==> src/rtl/prb_pkg.sv <==
// Shared types and constants for the palette remap blitter.
`timescale 1ns / 1ps

package prb_pkg;

    localparam int TABLE_ENTRIES = 256;
    localparam int INDEX_W       = 8;
    localparam int COLOR_W       = 16;
    localparam int DEST_ADDR_W   = 24;
    localparam int CFG_W         = 16;
    localparam int CFG_ADDR_W    = 4;
    localparam int APB_DATA_W    = 32;
    localparam int QUEUE_DEPTH   = 2;

    typedef enum logic [0:0] {
        OP_TABLE_WRITE = 1'b0,
        OP_BITMAP_BYTE = 1'b1
    } op_t;

    typedef enum logic [1:0] {
        REG_ROW_STRIDE = 2'd0,
        REG_START_X    = 2'd1,
        REG_START_Y    = 2'd2
    } reg_index_t;

    typedef struct packed {
        logic               operation;
        logic [INDEX_W-1:0] table_index;
        logic [COLOR_W-1:0] table_value;
        logic [INDEX_W-1:0] data_byte;
    } in_req_t;

    typedef struct packed {
        logic [DEST_ADDR_W-1:0] dest_address;
        logic [COLOR_W-1:0]     pixel_value;
        logic                   last_pixel;
    } out_req_t;

    // Command passed from the parser to the table/output side.
    typedef struct packed {
        logic                   is_write;
        logic [INDEX_W-1:0]     index;
        logic [COLOR_W-1:0]     value;
        logic [DEST_ADDR_W-1:0] dest_address;
        logic                   last_pixel;
    } cmd_t;

endpackage

==> src/rtl/prb_ram.sv <==
// Generic simple dual-port RAM with registered read.
`timescale 1ns / 1ps

module prb_ram #(
    parameter int WIDTH = 16,
    parameter int DEPTH = 256
) (
    input  logic                     aclk,
    input  logic                     wr_en,
    input  logic [$clog2(DEPTH)-1:0] wr_addr,
    input  logic [WIDTH-1:0]         wr_data,
    input  logic                     rd_en,
    input  logic [$clog2(DEPTH)-1:0] rd_addr,
    output logic [WIDTH-1:0]         rd_data
);

    logic [WIDTH-1:0] mem_reg [DEPTH];
    logic [WIDTH-1:0] rd_data_reg;

    always_ff @(posedge aclk) begin
        if (wr_en) begin
            mem_reg[wr_addr] <= wr_data;
        end
        if (rd_en) begin
            rd_data_reg <= mem_reg[rd_addr];
        end
    end

    assign rd_data = rd_data_reg;

endmodule

==> src/rtl/prb_back.sv <==
// Back end: colour table writes, table lookup and the output register.
`timescale 1ns / 1ps

module prb_back
    import prb_pkg::*;
(
    input  logic     aclk,
    input  logic     aresetn,
    input  logic     q_valid,
    input  cmd_t     q_cmd,
    output logic     q_pop,
    output logic     m_valid,
    input  logic     m_ready,
    output out_req_t m_payload
);

    logic                   p1_valid_reg, p1_valid_next;
    logic [DEST_ADDR_W-1:0] p1_addr_reg;
    logic                   p1_last_reg;
    logic                   m_valid_reg, m_valid_next;
    out_req_t               m_payload_reg;
    logic                   out_free;
    logic                   p1_free;
    logic                   rd_en;
    logic                   wr_en;
    logic [COLOR_W-1:0]     table_data;

    assign out_free = !m_valid_reg || m_ready;
    assign p1_free  = !p1_valid_reg || out_free;
    assign q_pop    = q_valid && (q_cmd.is_write || p1_free);
    assign wr_en    = q_pop && q_cmd.is_write;
    assign rd_en    = q_pop && !q_cmd.is_write;

    prb_ram #(
        .WIDTH (COLOR_W),
        .DEPTH (TABLE_ENTRIES)
    ) u_table (
        .aclk    (aclk),
        .wr_en   (wr_en),
        .wr_addr (q_cmd.index),
        .wr_data (q_cmd.value),
        .rd_en   (rd_en),
        .rd_addr (q_cmd.index),
        .rd_data (table_data)
    );

    assign p1_valid_next = rd_en || (p1_valid_reg && !out_free);
    assign m_valid_next  = out_free ? p1_valid_reg : m_valid_reg;

    always_ff @(posedge aclk) begin
        if (!aresetn) begin
            p1_valid_reg <= 1'b0;
            m_valid_reg  <= 1'b0;
        end else begin
            p1_valid_reg <= p1_valid_next;
            m_valid_reg  <= m_valid_next;
        end
    end

    always_ff @(posedge aclk) begin
        if (rd_en) begin
            p1_addr_reg <= q_cmd.dest_address;
            p1_last_reg <= q_cmd.last_pixel;
        end
        if (out_free && p1_valid_reg) begin
            m_payload_reg.dest_address <= p1_addr_reg;
            m_payload_reg.pixel_value  <= table_data;
            m_payload_reg.last_pixel   <= p1_last_reg;
        end
    end

    assign m_valid   = m_valid_reg;
    assign m_payload = m_payload_reg;

endmodule

==> config.mk <==
export PLATFORM = sky130hd
export DESIGN_NAME = prb_back
export DESIGN_NICKNAME = d
export VERILOG_FILES = /design/src/rtl/prb_pkg.sv /design/src/rtl/prb_ram.sv /design/src/rtl/prb_back.sv
export SDC_FILE = /design/constraint.sdc
export NUM_CORES = 2
export LEC_CHECK = 0
export BUFFER_PORTS_ARGS = -buffer_cell sky130_fd_sc_hd__buf_4
export CORE_AREA = 2 2 674 676
export CTS_CLUSTER_DIAMETER = 60
export DETAILED_ROUTE_END_ITERATION = 7
export DIE_AREA = 0 0 676 678
export PLACE_DENSITY = 0.61
export SLEW_MARGIN = 10
export SYNTH_ARGS = -nofsm -noshare
export SYNTH_HDL_FRONTEND = slang
export SYNTH_SLANG_ARGS = --single-unit
==> constraint.sdc <==
create_clock -name aclk -period 3 [get_ports aclk]
set_input_delay 0.15 -clock aclk [delete_from_list [all_inputs] [get_ports aclk]]
set_output_delay 0.15 -clock aclk [all_outputs]
set_load 0.1 [all_outputs]
==> results.yml <==
clocking:
  clock_latency_ns: 0.98
  cts_made_buffers: 418
  cts-root-buf: "clkbuf_16"
  cts_tree: "done"
  cts_htree_levels: 5
  clkSinkCount: 4180
  clockBufferDepth: 4
  path_clk_slew_ns: 0.06
cells_and_area:
  drive_gt1_share_pct: 32.5
  largest_register_ffs: 4096
  design_area_um2: 189000
  final_cells: 14200
  area_delta_synth_final_pct: 19.9
  nets: 7938
yosys:
  synth_async_sr_flop_share_pct: 0
  synth_fp_nets: 6836
  postSynthAreaPerCell_um2: 23.2
  synth.top_cell.area_share_pct: 79.7
  yosys_warnings: 0
  synth_top_area_cell: "edfxtp_1"
  synth_edf_count: 4178
  ys_top_cells_by_count: "edfxtp_1 (4178), mux4_2 (1024), a22oi_1 (512), clkbuf_1 (264), nor2_1 (261)"
  ys_types: 23
  ys.flop_type: "edfxtp_1"
  ys_seq_area_share_pct: 79.7
  synth.most_common_cell: "edfxtp_1"
  ys_ff_latch: 4180
  synth_area_um2: 157000
  synth_area_leaders: "edfxtp_1 (80%), mux4_2 (15%), a22oi_1 (2.4%), a21oi_1 (0.82%), clkbuf_1 (0.63%)"
  syn_inst: 6782
run:
  maxCapViolations: 0
drt:
  dr.pass1.iters: 5
  drt_iter0_drc: 10500
  vias: 78300
  ant_nets: 0
  drc_errors: 0
  wl_per_cell_um: 29.9
  drt_wl_total_um: 425000
  viasPerCell: 5.50
placed_design:
  placed_area_um2: 175000
  port_buffers: 96
  pre_cts_ws_ns: -0.956
  gp_congestion: 0.827
  placed_cells: 13400
  dp_hpwl_um: 260000
setup_path:
  cpMaxStageDelayCell: "o41ai_2"
  path_delay_family: "compound AO/OA/AOI/OAI gates"
  r2r_cells: 5
  r2r_start: "u_table.mem_reg[107][6]$_DFFE_PP_"
  endpoint_kind: "flop"
  path_buf_inv: 0
  slowest_delay_ns: 0.98
  reg2reg_slack_ns: 0.06
  crit_required_ns: 3.66
  cp-start-kind: "flop"
  r2r_end: "u_table.rd_data[6]$_DFFE_PP_"
  path_class: "flop to flop"
  crit_fanout: 1
  critical_path_arrival_ns: 3.60
  path_cells: "mux4_2, a22oi_1, a21oi_1, o41ai_2, nand4_1"
global_routing:
  track_usage_pct: 18.1
  antenna_found_initial: 27
  grt_max_degree: 101
  gr-total-overflow: 0
  grt_pass1_vias: 78500
  grt_first_pass_wirelength_um: 598000
timing:
  grt_setup_unrepaired: "no"
  hold_viol: 0
  fin_skew_ns: 0.0467
  whs_ns: 0.111
  tightest_slew_ns: 1.07
  slew_violations: 0
  slew_headroom_pct: 28.9
  min_period_ns: 2.94
  timing.final.crit_share_pct: 98.1
  finalSetupViolCount: 0
  max_freq_ghz: 0.340
  fin_ws_ns: 0.0583
worst_hold_path:
  hold-path-endpoint: "u_table.rd_data[15]$_DFFE_PP_"
  hold_class: "input port to flop"
  min_from: "q_cmd[47]"
  min_path_cells: 4
floorplan:
  io_pins: 97
  rows: 247
  initial_core_util_pct: 34.9
  fp.dieArea_um2: 458000
  core_area_um2: 451000
  die_w_um: 676
  fp.dieH_um: 678
pwr:
  power.density_nw_per_um2: 644
  total_power_mw: 121
  vdd_drop_max_v: 0.000470
  p_leak_nw: 58.7
status:
  status: "finished clean"
[cell type report]
class,count,area (um2)
fillers,38400,263000
flip-flops and latches,4180,126000
multi-input cells,2189,30400
repair buffers,1094,12000
clock buffers,514,10900
well taps,5976,7480
clock inverters,251,2290
diodes,24,60.1
inverters,1,3.75
[metal layers]
metal | vias to the layer above | GRT usage, % | wire length [um]
met4 | 8 | 5.31 | 12100
met2 | 3802 | 28.9 | 204000
met3 | 578 | 3.40 | 37500
met5 | - | 0 | 68
li1 | 31500 | - | -
met1 | 42400 | 25.5 | 171000
[power breakdown]
part	internal, mW	total (mW)	leakage (nW)	switching (mW)
Sequential	64.4	64.4	37.6	0.0718
Clock	28.8	50.8	6.43	22.0
Combinational	2.40	6.24	14.7	3.85
Total	95.6	121	58.7	25.9
[metrics by stage]
step | utilization [%] | TNS (ns)
detailed placement | 38.7 | -7.77
floorplan | - | 0
global route | 41.8 | 0
CTS | 41.8 | 0
finish | 41.8 | 0
global placement | 38.7 | -8.67
[worst min-delay path, cell delays in order]
cell and delay [ns]:
buf_4 0.16, nor2b_2 0.29, o41ai_2 0.15, nand4_1 0.11
[logic make-up (layout without fill, tap and decap cells)]
logic type             count (synthesis)  count (layout)  share of synthesized area [%]
DFF                                 4180            4180                           79.7
muxes                               1024            1024                           14.7
AOI/OAI and AO/OA                    836             836                           3.63
buffers and inverters                413            1860                           1.15
and+or+nand+nor                      329             329                          0.838
other                                  0              24                              0
[worst max-delay path by stage]
stage | slack, ns | to | cells past startpoint | startpoint
2_1_floorplan | 0.26 | u_table.mem_reg[114][0]$_DFFE_PP_ | 9 | q_cmd[42]
3_5_place_dp | -0.96 | u_table.rd_data[8]$_DFFE_PP_ | 11 | q_cmd[41]
6_report | 0.06 | u_table.rd_data[6]$_DFFE_PP_ | 5 | u_table.mem_reg[107][6]$_DFFE_PP_
5_1_grt | 0.04 | u_table.rd_data[11]$_DFFE_PP_ | 7 | u_table.mem_reg[122][11]$_DFFE_PP_
4_1_cts | 0.05 | u_table.rd_data[6]$_DFFE_PP_ | 5 | u_table.mem_reg[107][6]$_DFFE_PP_
3_3_place_gp | -1.36 | u_table.rd_data[6]$_DFFE_PP_ | 10 | q_cmd[41]
[cell usage in the layout, fill, tap and decap left out, types with 3 or more instances in the layout]
master,synthesis,layout
edfxtp_1,4178,4178
mux4_2,1024,1024
buf_4,25,728
a22oi_1,512,512
clkbuf_16,0,424
buf_12,0,276
nor2_1,261,258
a21oi_1,257,256
clkinv_1,0,107
clkbuf_1,264,90
dlygate4sd3_1,0,72
clkinv_2,0,60
o41ai_1,64,37
bufinv_16,0,33
o41ai_2,0,27
diode_2,0,24
nand2_2,0,17
buf_8,0,17
nand4_1,16,16
inv_6,0,15
clkinvlp_4,0,15
nand2_1,31,14
inv_8,0,7
clkinv_8,0,6
nand3_1,5,5
clkinv_16,0,4
nor2b_4,0,3
nor2b_2,0,3
[timing repair]
action,in CTS,in global routing
hold buffers,72,0
setup endpoints to repair,4,0
hold endpoints to repair,2696,0
buffers inserted,0,0
resized for setup,4,0
(Power assumes the default switching activity.)
