**config.mk**
```make
export PLATFORM = sky130hd
export DESIGN_NAME = prb_front
export DESIGN_NICKNAME = d
export VERILOG_FILES = /design/src/rtl/prb_pkg.sv /design/src/rtl/prb_front.sv
export SDC_FILE = /design/constraint.sdc
export NUM_CORES = 1
export LEC_CHECK = 0
export BUFFER_PORTS_ARGS = -buffer_cell sky130_fd_sc_hd__buf_2
export CAP_MARGIN = 20
export CORE_MARGIN = 2
export CORE_UTILIZATION = 66
export DETAILED_ROUTE_END_ITERATION = 6
export GPL_TIMING_DRIVEN = 0
export PLACE_DENSITY = 0.95
export SETUP_SLACK_MARGIN = 0.05
export SLEW_MARGIN = 10
export SYNTH_ARGS = -nofsm -noshare
export SYNTH_HDL_FRONTEND = slang
export SYNTH_SLANG_ARGS = --single-unit
```
**constraint.sdc**
```tcl
create_clock -name aclk -period 21.6 [get_ports aclk]
set_clock_uncertainty 0.1 [all_clocks]
set_input_delay 4.32 -clock aclk [delete_from_list [all_inputs] [get_ports aclk]]
set_output_delay 4.32 -clock aclk [all_outputs]
set_load 0.02 [all_outputs]
```
**src/rtl/prb_pkg.sv**
```systemverilog
// Shared types and constants for the palette remap blitter.
`timescale 1ns / 1ps

package prb_pkg;

    localparam int TABLE_ENTRIES = 256;
    localparam int INDEX_W       = 8;
    localparam int COLOR_W       = 16;
    localparam int DEST_ADDR_W   = 24;
    localparam int CFG_W         = 16;
    localparam int CFG_ADDR_W    = 4;
    localparam int APB_DATA_W    = 32;
    localparam int QUEUE_DEPTH   = 2;

    typedef enum logic [0:0] {
        OP_TABLE_WRITE = 1'b0,
        OP_BITMAP_BYTE = 1'b1
    } op_t;

    typedef enum logic [1:0] {
        REG_ROW_STRIDE = 2'd0,
        REG_START_X    = 2'd1,
        REG_START_Y    = 2'd2
    } reg_index_t;

    typedef struct packed {
        logic               operation;
        logic [INDEX_W-1:0] table_index;
        logic [COLOR_W-1:0] table_value;
        logic [INDEX_W-1:0] data_byte;
    } in_req_t;

    typedef struct packed {
        logic [DEST_ADDR_W-1:0] dest_address;
        logic [COLOR_W-1:0]     pixel_value;
        logic                   last_pixel;
    } out_req_t;

    // Command passed from the parser to the table/output side.
    typedef struct packed {
        logic                   is_write;
        logic [INDEX_W-1:0]     index;
        logic [COLOR_W-1:0]     value;
        logic [DEST_ADDR_W-1:0] dest_address;
        logic                   last_pixel;
    } cmd_t;

endpackage

```
**src/rtl/prb_front.sv**
```systemverilog
// Front end: accepts requests, parses the bitmap header and computes pixel addresses.
`timescale 1ns / 1ps

module prb_front
    import prb_pkg::*;
#(
    parameter int ADDR_BITS = 24
) (
    input  logic             aclk,
    input  logic             aresetn,
    input  logic [CFG_W-1:0] row_stride,
    input  logic [CFG_W-1:0] start_x,
    input  logic [CFG_W-1:0] start_y,
    input  logic             hold,
    input  logic             s_valid,
    output logic             s_ready,
    input  in_req_t          s_payload,
    output logic             q_push,
    output cmd_t             q_cmd,
    input  logic             q_ready
);

    typedef enum logic [4:0] {
        PH_WIDTH_LO  = 5'b00001,
        PH_WIDTH_HI  = 5'b00010,
        PH_HEIGHT_LO = 5'b00100,
        PH_HEIGHT_HI = 5'b01000,
        PH_PIXELS    = 5'b10000
    } phase_t;

    phase_t                 phase_reg, phase_next;
    logic [CFG_W-1:0]       width_reg, width_next;
    logic [CFG_W-1:0]       height_reg, height_next;
    logic [CFG_W-1:0]       col_reg, col_next;
    logic [CFG_W-1:0]       row_reg, row_next;
    logic [ADDR_BITS-1:0]   row_base_reg, row_base_next;
    logic [2*CFG_W-1:0]     base_prod_reg;

    logic                   accept;
    logic                   is_write;
    logic                   in_pixels;
    logic [CFG_W:0]         col_inc_full;
    logic [CFG_W:0]         row_inc_full;
    logic [CFG_W-1:0]       col_inc;
    logic                   last;
    logic                   row_end;
    logic [ADDR_BITS-1:0]   pixel_addr;
    logic [ADDR_BITS-1:0]   header_base;
    logic [CFG_W-1:0]       hdr_height;

    // start_y * row_stride, refreshed every cycle; the top holds off input after a write
    always_ff @(posedge aclk) begin
        base_prod_reg <= (2*CFG_W)'(start_y) * (2*CFG_W)'(row_stride);
    end

    assign s_ready   = q_ready && !hold;
    assign accept    = s_valid && s_ready;
    assign is_write  = (s_payload.operation == OP_TABLE_WRITE);
    assign in_pixels = (phase_reg == PH_PIXELS);
    assign q_push    = accept && (is_write || in_pixels);

    assign col_inc_full = {1'b0, col_reg} + (CFG_W+1)'(1);
    assign row_inc_full = {1'b0, row_reg} + (CFG_W+1)'(1);
    assign col_inc      = col_inc_full[CFG_W-1:0];
    assign last         = (col_inc_full == {1'b0, width_reg}) &&
                          (row_inc_full == {1'b0, height_reg});
    assign row_end      = (col_inc >= width_reg);
    assign pixel_addr   = row_base_reg + ADDR_BITS'(col_reg);
    assign header_base  = ADDR_BITS'(base_prod_reg + (2*CFG_W)'(start_x));
    assign hdr_height   = {s_payload.data_byte, height_reg[INDEX_W-1:0]};

    always_comb begin
        q_cmd.is_write     = is_write;
        q_cmd.index        = is_write ? s_payload.table_index : s_payload.data_byte;
        q_cmd.value        = s_payload.table_value;
        q_cmd.dest_address = DEST_ADDR_W'(pixel_addr);
        q_cmd.last_pixel   = last;
    end

    always_comb begin
        phase_next    = phase_reg;
        width_next    = width_reg;
        height_next   = height_reg;
        col_next      = col_reg;
        row_next      = row_reg;
        row_base_next = row_base_reg;
        if (accept && !is_write) begin
            unique case (phase_reg)
                PH_WIDTH_LO: begin
                    width_next = {{(CFG_W-INDEX_W){1'b0}}, s_payload.data_byte};
                    phase_next = PH_WIDTH_HI;
                end
                PH_WIDTH_HI: begin
                    width_next = {s_payload.data_byte, width_reg[INDEX_W-1:0]};
                    phase_next = PH_HEIGHT_LO;
                end
                PH_HEIGHT_LO: begin
                    height_next = {{(CFG_W-INDEX_W){1'b0}}, s_payload.data_byte};
                    phase_next  = PH_HEIGHT_HI;
                end
                PH_HEIGHT_HI: begin
                    height_next = hdr_height;
                    col_next    = '0;
                    row_next    = '0;
                    if (width_reg == '0 || hdr_height == '0) begin
                        phase_next = PH_WIDTH_LO;
                    end else begin
                        row_base_next = header_base;
                        phase_next    = PH_PIXELS;
                    end
                end
                PH_PIXELS: begin
                    if (last) begin
                        phase_next = PH_WIDTH_LO;
                        col_next   = '0;
                        row_next   = '0;
                    end else if (row_end) begin
                        col_next      = '0;
                        row_next      = row_inc_full[CFG_W-1:0];
                        row_base_next = row_base_reg + ADDR_BITS'(row_stride);
                    end else begin
                        col_next = col_inc;
                    end
                end
                default: begin
                    phase_next = PH_WIDTH_LO;
                end
            endcase
        end
    end

    always_ff @(posedge aclk) begin
        if (!aresetn) begin
            phase_reg <= PH_WIDTH_LO;
            col_reg   <= '0;
            row_reg   <= '0;
        end else begin
            phase_reg <= phase_next;
            col_reg   <= col_next;
            row_reg   <= row_next;
        end
    end

    always_ff @(posedge aclk) begin
        width_reg    <= width_next;
        height_reg   <= height_next;
        row_base_reg <= row_base_next;
    end

endmodule

```
==> impl_metrics.toml, run 1 <==
[run_status]
status = "finished, final reports clean"

[global_routing]
grt_antenna_before_repair = 1
first_global_vias = 14500
grt_overflow = 0
grt_first_pass_wirelength_um = 71900
grt_usage_pct = 37.5
grt_max_degree = 17

[final_layout]
fin_util_pct = 73.7
fillers = 1546
nets = 2335
diodes = 0
final_area_um2 = 17100
drive_gt1_share_pct = 10.2
area_growth_pct = 10.5

[floorplan]
ios = 138
rows = 56
start_util_pct = 66.7
die_w_um = 157
fp.dieArea_um2 = 24800
coreArea_um2 = 23300
die_y_um = 157

[worst_setup_path]
critPathSlowestCell = "clkbuf_1"
cp_num_buf_inv = 5
rr_startpoint = "col_reg[0]"
path_class = "input port to flop"
crit_family = "adder cells"
crit_path_end_kind = "flop"
cpPeakStageDelay_ns = 0.61
r2r-end = "row_base_reg[0]"
required_ns = 21.79
r2r_cells = 18
crit_arrival_ns = 11.41
crit_path_start_kind = "input port"
worstPathMaxFanout = 10
r2r_slack_ns = 16.33
path_cells = "buf_2 > clkbuf_1 > nand2_1 > fa_1 > fa_1 > fa_1 > fa_1 > inv_1 > fa_1 > inv_1 > fa_1 > inv_1 > ha_1 > a21oi_1 > o21ai_0 > a31oi_1 > o21bai_1 > a2111o_1 > a31oi_1 > a21oi_1 > xnor2_1"
crit_top_cell = "fa_1"

[route]
drc = 0
wirelength_um = 45400
firstDrtPassIters = 7
initialDrtViolationCount = 1623
dr_total_vias = 14300
viasPerCell = 6.27
wl_per_cell_um = 19.9
ant_nets = 0

[timing]
rsz0062_at_grt = "no"
finalSetupTns_ns = 0
fin_crit_sh_pct = 51.9
max_freq_ghz = 0.0892
max_slew_margin_pct = 37.6
worstMarginPinSlew_ns = 0.924
hold_violations = 0
slew_violations = 0
setup_violations = 0
period_needed_ns = 11.21

[yosys]
post-synth-top-count-cell = "inv_1"
syn-cell-area_um2 = 15500
yosys.area_share.adder_pct = 32.9
synth_cells = 1801
yosys-top-cells-area = "fa_1, ha_1, edfxtp_1"
avgSynthCellArea_um2 = 8.62
yosys.area_share.simple_pct = 20.7
synthArstFlopShare_pct = 0
synth_xor_area_share_pct = 7.11
synth_common_cells = "inv_1, nand2_1, fa_1"
syn_nets = 2193
ys_types = 64
ys_seq_area_share_pct = 18.7
synth_top_family_by_area = "adder cells"
synth_compound_area_share_pct = 10.6
synth_top_area_share_pct = 22.1
netlist.top_cell.by_area = "fa_1"
synth_mux_area_share_pct = 1.23
ys_ff_latch = 117
synth_ff_type = "dfxtp_1"
yosys_warnings = 0
synth_edf_count = 56

[run]
drv_cap = 0

[power_and_ir_drop]
ir_worst_vdd_mv = 0.141
power_density_nw_per_um2 = 126
power_leakage_nw = 7.79

[min_path]
holdCritStartpoint = "row_reg[1]"
min_path_type = "flop to flop"
worst_hold_path.num_cells = 2
hold_end = "row_reg[1]"

[place]
routabilityCongestion = 0.958
placed_area_um2 = 16500
portBuffers = 119
dpl.hpwl_um = 35100

[clock_network]
clk_pin_slew_ns = 0.06
cts_resized = 0
cts_hold_buffers = 0
cts_buffer_depth = 2
root_buffer = "clkbuf_16"
clock-sinks = 117
cts_tree = "built"
post_cts_buffers = 0
cts_max_level = 4
clk_latency_ns = 0.44
numCtsBuffers = 17
==> per-layer routing <==
| layer | vias up | share of wire, % | GRT usage (%) |
|---|---|---|---|
| li1 | 6219 | - | - |
| met4 | 0 | 6.3 | 21.2 |
| met2 | 1014 | 47 | 61.0 |
| met3 | 290 | 12 | 9.44 |
| met1 | 6731 | 35 | 45.4 |
| met5 | - | 0 | 0 |
==> logic make-up after synthesis <==
logic type	count (synthesis)
compound gates	260
xor+xnor	126
fa+ha+maj	306
buf+inv	337
flops	117
mux	18
simple gates	637
==> final cells by class <==
type                    instances  area (µm²)  share of cell area, %
inverters                     253         951                   5.55
flip-flops and latches        117        2900                   16.9
repair buffers                123         632                   3.69
plain buffers                  84         393                   2.29
well taps                     319         399                   2.33
clock inverters                12         116                  0.679
clock buffers                  20         468                   2.73
multi-input cells            1347       11300                   65.8
==> metrics by stage <==
stage          total power [mW]  setup slack [ns]  hold WS [ns]  std cells
6_report                   2.16             10.39         0.389       2275
5_1_grt                    2.34             10.37         0.451       2275
4_1_cts                    2.12             10.73         0.387       2273
3_5_place_dp               1.82             10.29         0.379       2241
3_3_place_gp               1.71             10.57         0.373       2239
2_1_floorplan              1.43             11.83         0.362       1801
==> power breakdown <==
part           internal [mW]  total, mW  switching [mW]
Clock                  0.170      0.284           0.114
Sequential             0.289      0.301          0.0120
Combinational          0.663       1.57           0.909
==> worst min-delay path, cell delays in order (launching register included) <==
cell and delay, ns:
dfxtp_1 0.33, nand2_1 0.06, a21oi_1 0.05
==> cells in the final DEF (no fill, tap or decap), types with 36 or more instances in the layout <==
master	n
nand2_1	224
a21oi_1	90
dfxtp_1	61
ha_1	135
buf_2	121
xnor2_1	91
edfxtp_1	56
inv_1	252
o21ai_0	52
and2_1	117
nand3_1	36
nor3_1	36
clkbuf_1	60
fa_1	171
nor2_1	77
==> worst max path at each step <==
stage | startpoint | to | slack [ns] | cells past startpoint
after floorplan | row_stride[2] | base_prod_reg[23] | 11.83 | 20
after global placement | row_stride[1] | base_prod_reg[23] | 10.57 | 21
after detailed placement | row_stride[1] | base_prod_reg[23] | 10.29 | 21
after CTS | row_stride[1] | base_prod_reg[23] | 10.73 | 21
after global routing | row_stride[1] | base_prod_reg[23] | 10.37 | 21
final | row_stride[1] | base_prod_reg[23] | 10.39 | 21
Note: power is estimated with default switching activity, not from simulation.
==> run 2, diff against run 1 <==
CORE_UTILIZATION = 56   (was 66)
PLACE_DENSITY = 0.87   (was 0.95)
clock period = 10 ns   (was 21.6 ns; I/O delays follow)
==> impl_metrics.toml, run 2 (synthesis results as in run 1) <==
[run_status]
status = "finished, final reports clean"

[route]
wirelength_um = 43700
initialDrtViolationCount = 1327
dr_total_vias = 13800
firstDrtPassIters = 6
drc = 0
ant_nets = 0
wl_per_cell_um = 18.8
viasPerCell = 5.91

[worst_setup_path]
required_ns = 10.19
r2r-end = "row_base_reg[6]"
crit_end = "base_prod_reg[23]"
crit_family = "adder cells"
crit_top_cell = "fa_1"
worstPathMaxFanout = 10
crit_arrival_ns = 8.90
cp.depth = 21
r2r_slack_ns = 4.49
path_cells = "buf_2 > clkbuf_1 > nand2_1 > fa_1 > fa_1 > fa_1 > fa_1 > inv_1 > fa_1 > inv_1 > fa_1 > inv_1 > ha_1 > a21oi_1 > o21ai_0 > a31oi_1 > o21bai_1 > a2111o_1 > a31oi_1 > a21oi_1 > xnor2_1"
r2r_cells = 17
crit_path_start_kind = "input port"
crit_path_end_kind = "flop"
cp-startpoint = "row_stride[1]"
rr_startpoint = "col_reg[0]"
cp_num_buf_inv = 5
critPathSlowestCell = "clkbuf_1"
path_class = "input port to flop"
cpPeakStageDelay_ns = 0.60

[timing]
hold_violations = 0
worstMarginPinSlew_ns = 0.976
period_needed_ns = 8.71
setup_violations = 0
max_slew_margin_pct = 34.1
rsz0062_at_grt = "no"
slew_violations = 0
finalSetupTns_ns = 0
max_freq_ghz = 0.115
fin_crit_sh_pct = 87.1
setup_ws_ns = 1.29

[power_and_ir_drop]
power_density_nw_per_um2 = 266
power_leakage_nw = 7.80
ir_worst_vdd_mv = 0.276

[global_routing]
use_met3_pct = 7.02
use_met2_pct = 52.4
grtUsageMet1_pct = 37.3
grt_antenna_before_repair = 0
first_global_vias = 14100
grt_max_degree = 17
grt_overflow = 0
grt_first_pass_wirelength_um = 70000
grt_usage_pct = 30.9
busiest_layer = "met2"

[clock_network]
root_buffer = "clkbuf_16"
clock-sinks = 117
cts_hold_buffers = 0
clk_latency_ns = 0.43
cts_resized = 0
numCtsBuffers = 17
clk_pin_slew_ns = 0.06
post_cts_buffers = 0
cts_tree = "built"
cts_max_level = 4
cts_buffer_depth = 2

[floorplan]
rows = 60
fp.dieArea_um2 = 29100
coreArea_um2 = 27100
start_util_pct = 57.3
ios = 138
die_y_um = 170
die_w_um = 170

[final_layout]
drive_gt1_share_pct = 10.2
layout_common_cells = "inv_1, nand2_1, fa_1, ha_1, buf_2"
fin_util_pct = 63.7
nets = 2334
area_growth_pct = 11.1
ff_latch_area_um2 = 2900
final_area_um2 = 17300
layout_commonest_cell = "inv_1"
multiInputGateArea_um2 = 11300
diodes = 0
fillers = 2139

[place]
dpl.hpwl_um = 34100
placed_area_um2 = 16600
pre_cts_slack_ns = 1.17
routabilityCongestion = 0.951
portBuffers = 119

[min_path]
worst_hold_path.num_cells = 2
min_path_type = "flop to flop"

[run]
drv_cap = 0
## run 2: how the worst min path moves through the flow
stage	start	to	slack (ns)
2_1_floorplan	row_reg[1]	row_reg[1]	0.36
5_1_grt	row_reg[1]	row_reg[1]	0.44
6_report	row_reg[1]	row_reg[1]	0.41
4_1_cts	row_reg[1]	row_reg[1]	0.41
3_3_place_gp	row_reg[1]	row_reg[1]	0.39
3_5_place_dp	row_reg[1]	row_reg[1]	0.40
## run 2: per-layer routing
layer | up-vias | part of all wire, % | routed length, µm
met1 | 6600 | 38 | 16700
met3 | 177 | 9.4 | 4120
li1 | 6230 | - | -
met4 | 0 | 4.8 | 2090
met5 | - | 0 | 0
met2 | 754 | 48 | 20800
## run 2: stage by stage
| step | std cells | total power, mW | hold WS [ns] |
|---|---|---|---|
| 2_1_floorplan | 1801 | 3.09 | 0.362 |
| 3_3_place_gp | 2292 | 3.72 | 0.387 |
| 3_5_place_dp | 2295 | 3.85 | 0.398 |
| 4_1_cts | 2327 | 4.55 | 0.407 |
| 5_1_grt | 2327 | 4.99 | 0.441 |
| 6_report | 2327 | 4.59 | 0.410 |
## run 2: worst min-delay path, cell delays in order, from the launching register on
cell and delay (ns):
dfxtp_1 0.34, nand2_1 0.07, a21oi_1 0.05
## run 2: cell type report
| class | count | share of cell area, % |
|---|---|---|
| Tap cell | 372 | 2.70 |
| Buffer | 84 | 2.28 |
| Timing Repair Buffer | 122 | 3.57 |
| Inverter | 253 | 5.51 |
| Multi-Input combinational cell | 1347 | 65.4 |
| Sequential cell | 117 | 16.8 |
| Clock inverter | 11 | 0.776 |
| Clock buffer | 21 | 2.92 |
## run 2: where the power goes
part	internal [mW]	switching, mW
clock network	0.415	0.245
registers	0.624	0.0241
logic	1.41	1.86
total	2.45	2.13
