[src/rtl/prb_pkg.sv]
// Shared types and constants for the palette remap blitter.
`timescale 1ns / 1ps

package prb_pkg;

    localparam int TABLE_ENTRIES = 256;
    localparam int INDEX_W       = 8;
    localparam int COLOR_W       = 16;
    localparam int DEST_ADDR_W   = 24;
    localparam int CFG_W         = 16;
    localparam int CFG_ADDR_W    = 4;
    localparam int APB_DATA_W    = 32;
    localparam int QUEUE_DEPTH   = 2;

    typedef enum logic [0:0] {
        OP_TABLE_WRITE = 1'b0,
        OP_BITMAP_BYTE = 1'b1
    } op_t;

    typedef enum logic [1:0] {
        REG_ROW_STRIDE = 2'd0,
        REG_START_X    = 2'd1,
        REG_START_Y    = 2'd2
    } reg_index_t;

    typedef struct packed {
        logic               operation;
        logic [INDEX_W-1:0] table_index;
        logic [COLOR_W-1:0] table_value;
        logic [INDEX_W-1:0] data_byte;
    } in_req_t;

    typedef struct packed {
        logic [DEST_ADDR_W-1:0] dest_address;
        logic [COLOR_W-1:0]     pixel_value;
        logic                   last_pixel;
    } out_req_t;

    // Command passed from the parser to the table/output side.
    typedef struct packed {
        logic                   is_write;
        logic [INDEX_W-1:0]     index;
        logic [COLOR_W-1:0]     value;
        logic [DEST_ADDR_W-1:0] dest_address;
        logic                   last_pixel;
    } cmd_t;

endpackage

[src/rtl/prb_queue.sv]
// Short command queue between the front end and the back end.
`timescale 1ns / 1ps

module prb_queue
    import prb_pkg::*;
(
    input  logic aclk,
    input  logic aresetn,
    input  logic push,
    input  cmd_t push_cmd,
    output logic push_ready,
    input  logic pop,
    output cmd_t head_cmd,
    output logic head_valid
);

    localparam int PTR_W = (QUEUE_DEPTH > 1) ? $clog2(QUEUE_DEPTH) : 1;
    localparam int CNT_W = $clog2(QUEUE_DEPTH + 1);

    cmd_t             entry_reg [QUEUE_DEPTH];
    logic [PTR_W-1:0] wr_ptr_reg, wr_ptr_next;
    logic [PTR_W-1:0] rd_ptr_reg, rd_ptr_next;
    logic [CNT_W-1:0] count_reg, count_next;
    logic             do_push;
    logic             do_pop;

    function automatic logic [PTR_W-1:0] ptr_inc(input logic [PTR_W-1:0] p);
        logic [PTR_W-1:0] r;
        if (p == PTR_W'(QUEUE_DEPTH - 1)) begin
            r = '0;
        end else begin
            r = p + PTR_W'(1);
        end
        return r;
    endfunction

    assign push_ready = (count_reg != CNT_W'(QUEUE_DEPTH));
    assign head_valid = (count_reg != '0);
    assign head_cmd   = entry_reg[rd_ptr_reg];
    assign do_push    = push && push_ready;
    assign do_pop     = pop && head_valid;

    always_comb begin
        wr_ptr_next = do_push ? ptr_inc(wr_ptr_reg) : wr_ptr_reg;
        rd_ptr_next = do_pop ? ptr_inc(rd_ptr_reg) : rd_ptr_reg;
        count_next  = count_reg;
        if (do_push && !do_pop) begin
            count_next = count_reg + CNT_W'(1);
        end else if (do_pop && !do_push) begin
            count_next = count_reg - CNT_W'(1);
        end
    end

    always_ff @(posedge aclk) begin
        if (!aresetn) begin
            wr_ptr_reg <= '0;
            rd_ptr_reg <= '0;
            count_reg  <= '0;
        end else begin
            wr_ptr_reg <= wr_ptr_next;
            rd_ptr_reg <= rd_ptr_next;
            count_reg  <= count_next;
        end
    end

    always_ff @(posedge aclk) begin
        if (do_push) begin
            entry_reg[wr_ptr_reg] <= push_cmd;
        end
    end

endmodule

[config.mk]
export PLATFORM = sky130hd
export DESIGN_NAME = prb_queue
export DESIGN_NICKNAME = d
export VERILOG_FILES = /design/src/rtl/prb_pkg.sv /design/src/rtl/prb_queue.sv
export SDC_FILE = /design/constraint.sdc
export NUM_CORES = 1
export LEC_CHECK = 0
export ABC_AREA = 1
export BUFFER_PORTS_ARGS = -buffer_cell sky130_fd_sc_hd__clkbuf_2
export CAP_MARGIN = 15
export CORE_MARGIN = 1.5
export CORE_UTILIZATION = 45
export CTS_BUF_LIST = sky130_fd_sc_hd__clkbuf_16
export DETAILED_ROUTE_END_ITERATION = 6
export PLACE_DENSITY = 0.8
export SYNTH_ARGS = -nofsm -noshare
export SYNTH_HDL_FRONTEND = slang
export SYNTH_SLANG_ARGS = --single-unit
export TNS_END_PERCENT = 5
[constraint.sdc]
create_clock -name aclk -period 3.3 [get_ports aclk]
set_input_delay 0.825 -clock aclk [delete_from_list [all_inputs] [get_ports aclk]]
set_output_delay 0.825 -clock aclk [all_outputs]
set_load 0.05 [all_outputs]
==> results.txt, run 1 <==
- The run finished with clean final reports.
* Buffer depth of the longest clock path: 2
- ANT cells: 0
* Startpoint of the lowest-slack register-to-register path: count_reg[0]$_SDFFE_PN0P_
- Total number of clock tree sinks: between 100 and 150
- Required time at the endpoint of the critical path: between 2 and 2.5 ns
* Ranking of synthesized cells by area: edfxtp_1, mux2_4, buf_12
- Sort of element at the end of the critical path: primary output
- TritonCTS built the clock tree.
- Global routing consumed, on the met2 layer, between 20% and 30% of the routing resources.
* Net count after synthesis: 248
- The initial antenna violation count came to 1.
* Peak-usage layer in the global routing report: met2
* Slack of the worst reg-to-reg path: 1.69 ns
- Total standard cell area after synthesis: 0.00411 mm2
* Setup repair after global routing missed its margin: no
- Summing all placed instances gives a cell area of ~0.0047 mm2.
* Layout Skew: 0.00415 ns
* Antenna viol nets, final: 0
- After detailed routing, the total wire length is 6200 um.
- The share of synthesized area in the top cell type comes to 73.1%.
* Global Route Usage Sum: 13.5%
- The die covers 0.00970 mm2.
- Core area: around 0.0088 mm2
* 1st-iter DRT viols: 48
- Placed wire-length estimate after detailed placement: ~4400 um
- Across the VDD grid, the largest voltage drop is 0.000527 V.
- Dpl cells: 405
- Based on the critical path, the design can be clocked at up to about 0.38 GHz.
- Launching element type of the critical path: flop
- In the routed layout, each cell is associated on average with a via count of 4.80.
* Width of the die: 98.5 um
* Final setup violation count: 0
* Clock latency reported for the late side of the worst-skew pair: around 0.33 ns
* Crit Path Class: reg2out
* Fin. Hold Viols: 0
* Flip-flop count of the largest register, all copies and words added: 100
- Cell area after layout: 0.00499 mm2
* Layout cells sized above 1: between 50 and 60%
- CTS root buffer: clkbuf_16
- Cell accounting for the most synthesized area: edfxtp_1
* Synthesized netlist cell count: 193
* Count of buffers added by post-CTS timing repair for setup: 0
- Tightest Pin Transition: 0.351 ns
- For the finished layout, the period the worst path requires is ~2.6 ns.
- Final nets: 363
- Syn Area/Cell: between 20 and 25 um2
* Worst hold margin: 0.511 ns
- Number of top-level pins: 106
- For the worst setup path, the data arrival time is roughly 1.8 ns.
- Met1 Resource Use GR: between 15 and 20%
- Met3 GRT Util: slightly above 4%
* Number of buffers inserted during clock tree synthesis: 9
- In this run, post-CTS repair resized a total of 0 instances.
- The synthesized design contains 105 register bits.
* Number of remaining DRC errors: 0
* Post-synthesis sequential area ratio: 75.6%
- Final clock period utilization by the worst path: 79.6%
- Initial Utilization: between 40% and 50%
- End point of the critical path: head_cmd[38]
- TritonRoute pass-1 iters: 4
- Final sum of negative setup slack: 0 ns
- Across all layers, the routed design uses 2014 vias.
- Class of the worst hold path: reg2reg
- Most common library cell in the layout ignoring fill and taps: clkbuf_2
- Worst Reg2Reg Path Length in Cells: 10
- Routed wire length per instance: roughly 15 um
* Static leakage power: just over 2 nW
- Max-cap violations in this run came to 0.
- Slew Limit Fails: 0
* Die height: 98.5 um
* Post-synth cell types: 14
* Maximum level of the CTS H-tree: 3
* Power density of the placed cells: 843 mW/mm2
- After global routing the overflow that remains totals 0.
- Maximum number of pins on one net before global-route repair: 34
- After clock tree synthesis, the clock-pin slew on the worst setup and hold paths is 0.06 ns.
- Routability congestion estimate from global placement: 0.614
* Relative max-transition margin: about three quarters
- Input and output buffers added on the ports amount to between 100 and 150.
- Layout area overhead: 21.5%
- Leading cell types in the layout, fill and taps excluded: clkbuf_2, edfxtp_1, mux2_4
- Synth warnings: 0
* Number of cells in the finished layout apart from fillers: 420
- Critical Path Fanout Max: 33
- Global-route wire length before repair: 9870 um
- Via count of the first global-routing pass: 2076
* Row count: 34
* Hold buffer count at cts: 0
- In this run the critical register-to-register path is captured at count_reg[1]$_SDFFE_PN0P_.
==> power by group <==
group / switching, mW / internal (mW)
registers: 0.0856 / 1.69
logic: 1.02 / 0.481
clock network: 0.423 / 0.504
total: 1.53 / 2.67
==> routing by layer <==
layer,vias up,wire (um)
met2,65,3200
met1,973,2500
met5,-,10
met3,11,395
li1,963,-
met4,2,98
==> kinds of logic (layout without fill, tap and decap cells) <==
family / count (synthesis) / count (layout) / synth area share [%]
flops: 105 / 105 / 75.6
mux: 50 / 50 / 18.3
simple gates: 19 / 19 / 1.83
buf+inv: 14 / 133 / 3.44
compound gates: 4 / 4 / 0.549
fa+ha+maj: 1 / 1 / 0.305
==> per-stage QoR <==
stage | power (mW) | util (%) | worst slack, ns
final | 4.20 | 56.9 | 0.674
after global routing | 4.39 | 56.9 | 0.594
after CTS | 4.25 | 56.9 | 0.637
after detailed placement | 3.32 | 53.9 | 1.00
after global placement | 3.30 | 53.9 | 0.999
after floorplan | 3.09 | - | -0.227
==> worst max-delay path: stages (launching register included) <==
cell and delay (ns):
dfxtp_4 0.57, buf_12 0.30, mux2_4 0.33, clkbuf_2 0.24
==> cell usage after synthesis <==
master	n
nand4_1	1
nor2_1	8
o21ai_0	2
mux2_4	50
o21a_1	1
dfxtp_1	5
buf_12	5
ha_1	1
nand2_1	9
a21oi_1	1
buf_6	1
inv_1	8
nand3_1	1
edfxtp_1	100
==> layout make-up <==
| cell class | count | area, um2 |
|---|---|---|
| inverters | 8 | 30.0 |
| fillers | 690 | 3780 |
| clock inverters | 6 | 37.5 |
| multi-input cells | 74 | 876 |
| flip-flops and latches | 105 | 3110 |
| clock buffers | 9 | 225 |
| repair buffers | 110 | 576 |
| well taps | 108 | 135 |
==> how the worst min path moves through the flow <==
stage / slack [ns] / cells past startpoint / from / endpoint
6_report: 0.51 / 2 / rd_ptr_reg$_SDFFE_PN0P_ / flop
2_1_floorplan: 0.47 / 2 / rd_ptr_reg$_SDFFE_PN0P_ / flop
5_1_grt: 0.56 / 2 / rd_ptr_reg$_SDFFE_PN0P_ / flop
3_3_place_gp: 0.48 / 2 / rd_ptr_reg$_SDFFE_PN0P_ / rd_ptr_reg$_SDFFE_PN0P_
3_5_place_dp: 0.50 / 2 / rd_ptr_reg$_SDFFE_PN0P_ / flop
4_1_cts: 0.52 / 2 / rd_ptr_reg$_SDFFE_PN0P_ / flop
Power figures use the tool's default switching activity.
==> inputs of run 2 (changes only) <==
Settings changed: ABC_AREA 1 to 0, PLACE_DENSITY 0.8 to 0.81.
Clock period 3.3 ns to 2.4 ns, I/O delays scaled along.
==> results.txt, run 2 <==
- Entering global routing, the biggest net connects 27 pins.
- Power density of the placed cells: roughly 1200 mW/mm2
* 1st-iter DRT viols: 27
- The number of cells on the worst reg-to-reg path is 5.
- WHS Endpoint: entry_reg[1][36]$_DFFE_PP_
- Post-synthesis sequential area ratio: around four fifths
* Sum of overflow across all layers after global routing: 0
- In this run the register-to-register setup slack is 0.83 ns.
- Placed Area: approximately 0.0045 mm2
* Number of buffers inserted during clock tree synthesis: 9
- Post-route minimum period: 2.20 ns
* Class of the worst hold path: in2reg
- Filler cell count in the final layout: 670
- Endpoint of the worst-slack reg-to-reg timing path: count_reg[1]$_SDFFE_PN0P_
- Max Freq: around 0.45 GHz
* Row count: 33
* Initial Utilization: 46.5%
- Final sum of negative setup slack: 0 ns
* Number of remaining DRC errors: 0
- At the pin with the least slew margin, the transition time is 0.354 ns.
- During synthesis, Yosys emitted a total of 0 warnings.
* Placed wire-length estimate after detailed placement: between 4000 and 5000 um
- IR analysis of the VDD net gives a maximum drop of 0.000801 V.
- Walking the worst path, the cells encountered are buf_4, mux2_2, clkbuf_2.
- Yosys instantiated no cell more often than edfxtp_1.
* Count of instances resized after the clock tree is built: 0
* Required time at the endpoint of the critical path: 1.80 ns
- The register with the most flip-flops in the layout has 100 of them.
* Leading cell types in the layout, fill and taps excluded: clkbuf_2, edfxtp_1, mux2_2
- Share of Yosys cell area claimed by the top area cell type: 78.3%
- The count of nets left with antenna violations once routing finished came out at 0.
* Relative max-transition margin: 76.4%
- CTS placed an instance of clkbuf_16 at the clock tree root.
- Of all nets on the critical path, the largest fanout is 22.
* Via count of the first global-routing pass: 1928
* Number of top-level pins: 106
- The most used flip-flop cell after synthesis is edfxtp_1.
* Peak-usage layer in the global routing report: met2
- Total number of clock tree sinks: between 100 and 150
- Width of the die: 95.3 um
- The routed layout has just under 2000 vias.
- Startpoint of the lowest-slack register-to-register path: count_reg[0]$_SDFFE_PN0P_
- CTS built an H-tree with a depth of 3.
- TritonCTS built the clock tree.
- Total standard cell area after synthesis: 0.00384 mm2
- Max-Cap Viols: 0
* Number of enable-type register cells in the synthesized netlist: 100
- In the final layout, the share of cells above drive strength 1 is 58.9%.
- The first TritonRoute pass finished after 4 iterations.
* Final nets: 352
- Setup violations remaining at the end of the flow were counted as 0.
- Of the available clock period, the critical path in the final layout requires 91.7%.
* Clock latency reported for the late side of the worst-skew pair: 0.33 ns
- Area of the die: 0.00909 mm2
- A synthesized cell averages 21.3 um2.
* ANT cells: 0
- Global-route wire length before repair: 9200 um
- The worst setup path is captured at a primary output.
* Layout Skew: about 0.006 ns
- Antenna violations before repair: 0
- The congestion estimate from routability-driven global placement came to 0.673.
- Ranking of synthesized cells by area: edfxtp_1, mux2_2, dfxtp_1
- By startpoint and endpoint, the worst setup path is classified as reg2out.
- The commonest cells after synthesis are edfxtp_1, mux2_2, buf_2, dfxtp_1.
- Met2 track demand over resource in global routing: 23.6%
- In this run the deepest clock path goes through 2 buffers.
- Worst Hold Depth: 1
- The count of buffers added on input and output ports is 105.
- The largest total area in the synthesized netlist belongs to edfxtp_1.
- Routed wire length per instance: 15.2 um
- Post-detailed-routing wire length: 6180 um
- Count of buffers added by post-CTS timing repair for setup: 0
* Maximum single-stage delay on the critical path: 0.39 ns
- Net count after synthesis: 235
- Met3 GRT Util: 5.18%
- The startpoint identified for the worst hold timing path is push_cmd[36].
- For this design the static power due to leakage is 1.84 nW.
- Launching element type of the critical path: flop
- Slew Limit Fails: 0
* Global Route Usage Sum: 13.9%
- The flow ran to the end, and the final reports show no timing, DRC or antenna violations.
- Die height: approximately 95 um
- For this run, asynchronously set or reset flops after synthesis account for 0%.
- Among all stages on the critical path, the largest delay is contributed by mux2_2.
* Hold buffer count at cts: 0
- Post-synth cell types: 21
- Layout area overhead: 25.3%
- The total count of hold-check failures in the final report came to 0.
- Number of flip-flops and latches in the synthesized netlist: 105
* Arrival time of data at the critical path endpoint: 1.60 ns
- Met1 Resource Use GR: 15.9%
- Clock slew at the register clock pins of the worst setup and hold paths: 0.07 ns
- Avg Vias per Cell: 4.83
- Setup repair after global routing missed its margin: no
* Cell area after layout: between 0.004 and 0.005 mm2
- Most common library cell in the layout ignoring fill and taps: clkbuf_2
- Synthesized netlist cell count: 180
- Core area: 0.00826 mm2
run 2: changes by cell type in the layout (fill, tap and decap cells not counted), moves of 2 or more:
cell     before  now
mux2_4       50    0
mux2_2        0   46
nand2_1       9    0
inv_1        10    2
nor2_1        6    0
and2_1        0    4
mux2_1        0    4
buf_4         4    7
nor2_4        2    0
xnor2_1       0    2
run 2: power breakdown:
part           switching [mW]  internal (mW)  total, mW
logic                    1.48          0.589       2.07
registers              0.0713           2.29       2.36
clock network           0.591          0.799       1.39
run 2: metrics by stage:
stage	std cells	hold slack (ns)	worst slack, ns	utilization, %	power, mW
floorplan	180	0.512	0.0673	-	4.04
global placement	391	0.533	0.543	54.7	4.46
detailed placement	391	0.563	0.522	54.7	4.50
CTS	407	0.441	0.165	58.2	5.89
global route	407	0.436	0.118	58.2	6.06
finish	407	0.455	0.200	58.2	5.82
run 2: final cells by class:
| cell class | instances | area, um2 | share of cell area (%) |
|---|---|---|---|
| clock buffer | 9 | 225 | 4.68 |
| inverter | 1 | 3.75 | 0.0780 |
| timing repair buffer | 112 | 578 | 12.0 |
| sequential | 105 | 3100 | 64.5 |
| clock inverter | 7 | 63.8 | 1.33 |
| multi-input combinational | 68 | 703 | 14.6 |
| tap | 105 | 131 | 2.73 |
run 2: how the worst max path moves through the flow:
stage,startpoint,endpoint,slack [ns]
floorplan,count_reg[0]$_SDFFE_PN0P_,entry_reg[1][0]$_DFFE_PP_,0.07
global placement,flop,head_cmd[21],0.54
detailed placement,flop,head_cmd[21],0.52
CTS,flop,head_cmd[21],0.17
global route,flop,head_cmd[45],0.12
finish,flop,head_cmd[45],0.20
run 2: worst max-delay path, delay by kind of cell, from the launching register on:
kind / cells / cell delay (ns)
buffers and inverters: 2 / 0.53
flip-flops: 1 / 0.34
multiplexers: 1 / 0.39
run 2: cells by family after synthesis:
kind of cell | count (synthesis) | share of synthesized area [%]
AO/OA/AOI/OAI | 5 | 0.913
XOR/XNOR | 3 | 0.685
adder cells (fa/ha/maj) | 1 | 0.326
buffers and inverters | 7 | 0.847
flip-flops | 105 | 80.9
multiplexers | 50 | 14.7
AND/OR/NAND/NOR | 9 | 1.70
run 2: per-layer routing:
metal | part of all wire, % | up-vias
met3 | 6.2 | 6
met5 | 0 | -
met1 | 41 | 952
met2 | 51 | 64
met4 | 1.0 | 0
li1 | - | 942
==> inputs of run 3 (changes only) <==
Settings changed: RECOVER_POWER from default to 50.
==> results.txt, run 3 (same netlist as run 2, synthesis figures left out) <==
- The floorplan has 33 rows.
- Setup repair after global routing left no endpoint under its margin.
* Post-route minimum period: around 2.2 ns
- 1st-iter DRT viols: 28
- Global routing finished with a remaining overflow of 0.
* Die height: about 95 um
- Number of remaining DRC errors: 0
- Tightest Pin Transition: 0.637 ns
- The worst setup path is launched from a flop.
- Final critical-path setup slack: 0.205 ns
* Number of top-level pins: 106
* Routability congestion estimate from global placement: just under 0.7
* Layout area overhead: 23.9%
* Max-Cap Viols: 0
- At the worst endpoint, the required time is 1.80 ns.
- Headroom to the max-slew limit came out at 57.6%.
- Width of the die: 95.3 um
* Area of the die: roughly 0.0091 mm2
- Class of the worst hold path: in2reg
* Leading cell types in the layout, fill and taps excluded: edfxtp_1, clkbuf_2, mux2_2
* Final sum of negative setup slack: 0 ns
- The initial antenna violation count was 0.
- Detailed routing inserted a total of 1963 vias.
- STA classifies the critical path endpoint as a primary output.
- Clock skew on the completed layout was measured at ~0.0064 ns.
* Final setup violation count: 0
- Internal power comes to 3.66 mW.
- Pre-CTS setup slack: around 0.52 ns
- For this configuration, the core starts out at a cell density of 46.5%.
- Maximum level of the CTS H-tree: 3
- Clock-pin slew was measured on the worst setup and hold paths at 0.07 ns.
- Worst Hold Depth: 1
- In this run the tool buffered the top-level ports with 105 buffer cells.
* Endpoint of the worst-slack reg-to-reg timing path: entry_reg[1][31]$_DFFE_PP_
* Antenna viol nets, final: 0
- Once the clock tree was built, the resizer swapped 0 gates to a different size.
- Global-route wire length before repair: around 9200 um
- Net switching is 36.8% of the power.
* Slew Limit Fails: 0
* Relative contribution of the clock network to total power: about a quarter
- Once the clock tree was built, the setup fixing pass inserted 0 buffers.
- For this design the static power due to leakage is 1.73 nW.
- Of the available clock period, the critical path in the final layout requires 91.5%.
- Arrival time of data at the critical path endpoint: 1.60 ns
- Seq pwr share: 40.7%
- TritonCTS built the clock tree.
* Peak VDD IR: 0.000797 V
- Buffer depth of the longest clock path: 2
* Total number of clock tree sinks: ~110
* Layout cells sized above 1: 47.4%
- Total power: 5.79 mW
* Outcome: finished clean
- Slack of the worst reg-to-reg path: 0.66 ns
- Derived from the worst setup path, the maximum achievable clock frequency is 0.456 GHz.
- Worst Reg2Reg Path Length in Cells: 3
- ANT cells: 0
* Post-detailed-routing wire length: 6120 um
* CTS root buffer: clkbuf_16
- Along the worst path, the maximum fanout reaches 22.
* Net load switching power: 2.13 mW
* Core area: 0.00826 mm2
- WHS Endpoint: entry_reg[1][36]$_DFFE_PP_
- Entering global routing, the biggest net connects 27 pins.
* Most common library cell in the layout ignoring fill and taps: edfxtp_1
- The worst hold path begins at push_cmd[36].
* Number of buffers inserted during clock tree synthesis: 9
* TritonRoute pass-1 iters: 4
- The worst setup path is of the reg2out kind.
- Flip-flop count of the largest register, all copies and words added: 100
* Utilization after layout: 57.6%
* Hold buffer count at cts: 0
- Placed wire-length estimate after detailed placement: roughly 4200 um
- Combinational cell fraction of total power: 35.3%
* Global Route Usage Sum: 13.9%
- Final nets: 352
- Hold timing on the final database bottoms out at a slack of 0.457 ns.
- Using the TritonRoute via totals, the vias-per-cell ratio works out to just under 5.
* Via count of the first global-routing pass: 1928
- The startpoint identified for the worst register-to-register timing path is count_reg[0]$_SDFFE_PN0P_.
* Power density of the placed cells: ~1200 mW/mm2
- Clock latency reported for the late side of the worst-skew pair: 0.33 ns
- After detailed routing, the average wire length per cell comes to 15.0 um.
* Fin. Hold Viols: 0
run 3: changes by cell type in the layout (fill, tap and decap cells not counted), moves of 2 or more:
cell      delta
and2_0       +2
clkbuf_2    -31
buf_4        -2
clkbuf_1    +33
and2_1       -2
run 3: critical path, cell delays in order (launching register included):
cell and delay, ns:
dfxtp_2 0.34, buf_4 0.29, mux2_2 0.39, clkbuf_2 0.24
run 3: through the flow:
| stage | std cells | instance area, um2 |
|---|---|---|
| 3_5_place_dp | 391 | 4520 |
| 6_report | 407 | 4760 |
| 4_1_cts | 407 | 4810 |
| 3_3_place_gp | 391 | 4520 |
| 5_1_grt | 407 | 4760 |
| 2_1_floorplan | 180 | 3840 |
run 3: layout make-up:
cell class / count / area (um2)
fillers: 688 / 3500
flip-flops and latches: 105 / 3100
multi-input cells: 68 / 696
repair buffers: 112 / 532
clock buffers: 9 / 225
well taps: 105 / 131
clock inverters: 7 / 63.8
inverters: 1 / 3.75
run 3: worst max-delay path by stage:
stage                                      endpoint  slack, ns
after floorplan           entry_reg[1][0]$_DFFE_PP_       0.07
after global placement                 head_cmd[21]       0.54
after detailed placement               head_cmd[21]       0.52
after CTS                              head_cmd[21]       0.17
after global routing                   head_cmd[45]       0.12
final                                  head_cmd[45]       0.20
run 3: power groups by stage:
| stage | Sequential [mW] | Combinational, mW | Clock (mW) |
|---|---|---|---|
| floorplan | 2.39 | 1.66 | 0 |
| global route | 2.38 | 2.15 | 1.50 |
| detailed placement | 2.41 | 2.09 | 0 |
| global placement | 2.39 | 2.07 | 0 |
| finish | 2.36 | 2.04 | 1.39 |
| CTS | 2.37 | 2.10 | 1.43 |
run 3: per-layer routing:
| metal | up-vias | wire length, um | track usage (%) |
|---|---|---|---|
| met5 | - | 0 | 0 |
| met4 | 0 | 63 | 5.22 |
| met3 | 6 | 367 | 5.18 |
| met2 | 66 | 3160 | 23.6 |
| met1 | 947 | 2530 | 15.9 |
| li1 | 944 | - | - |
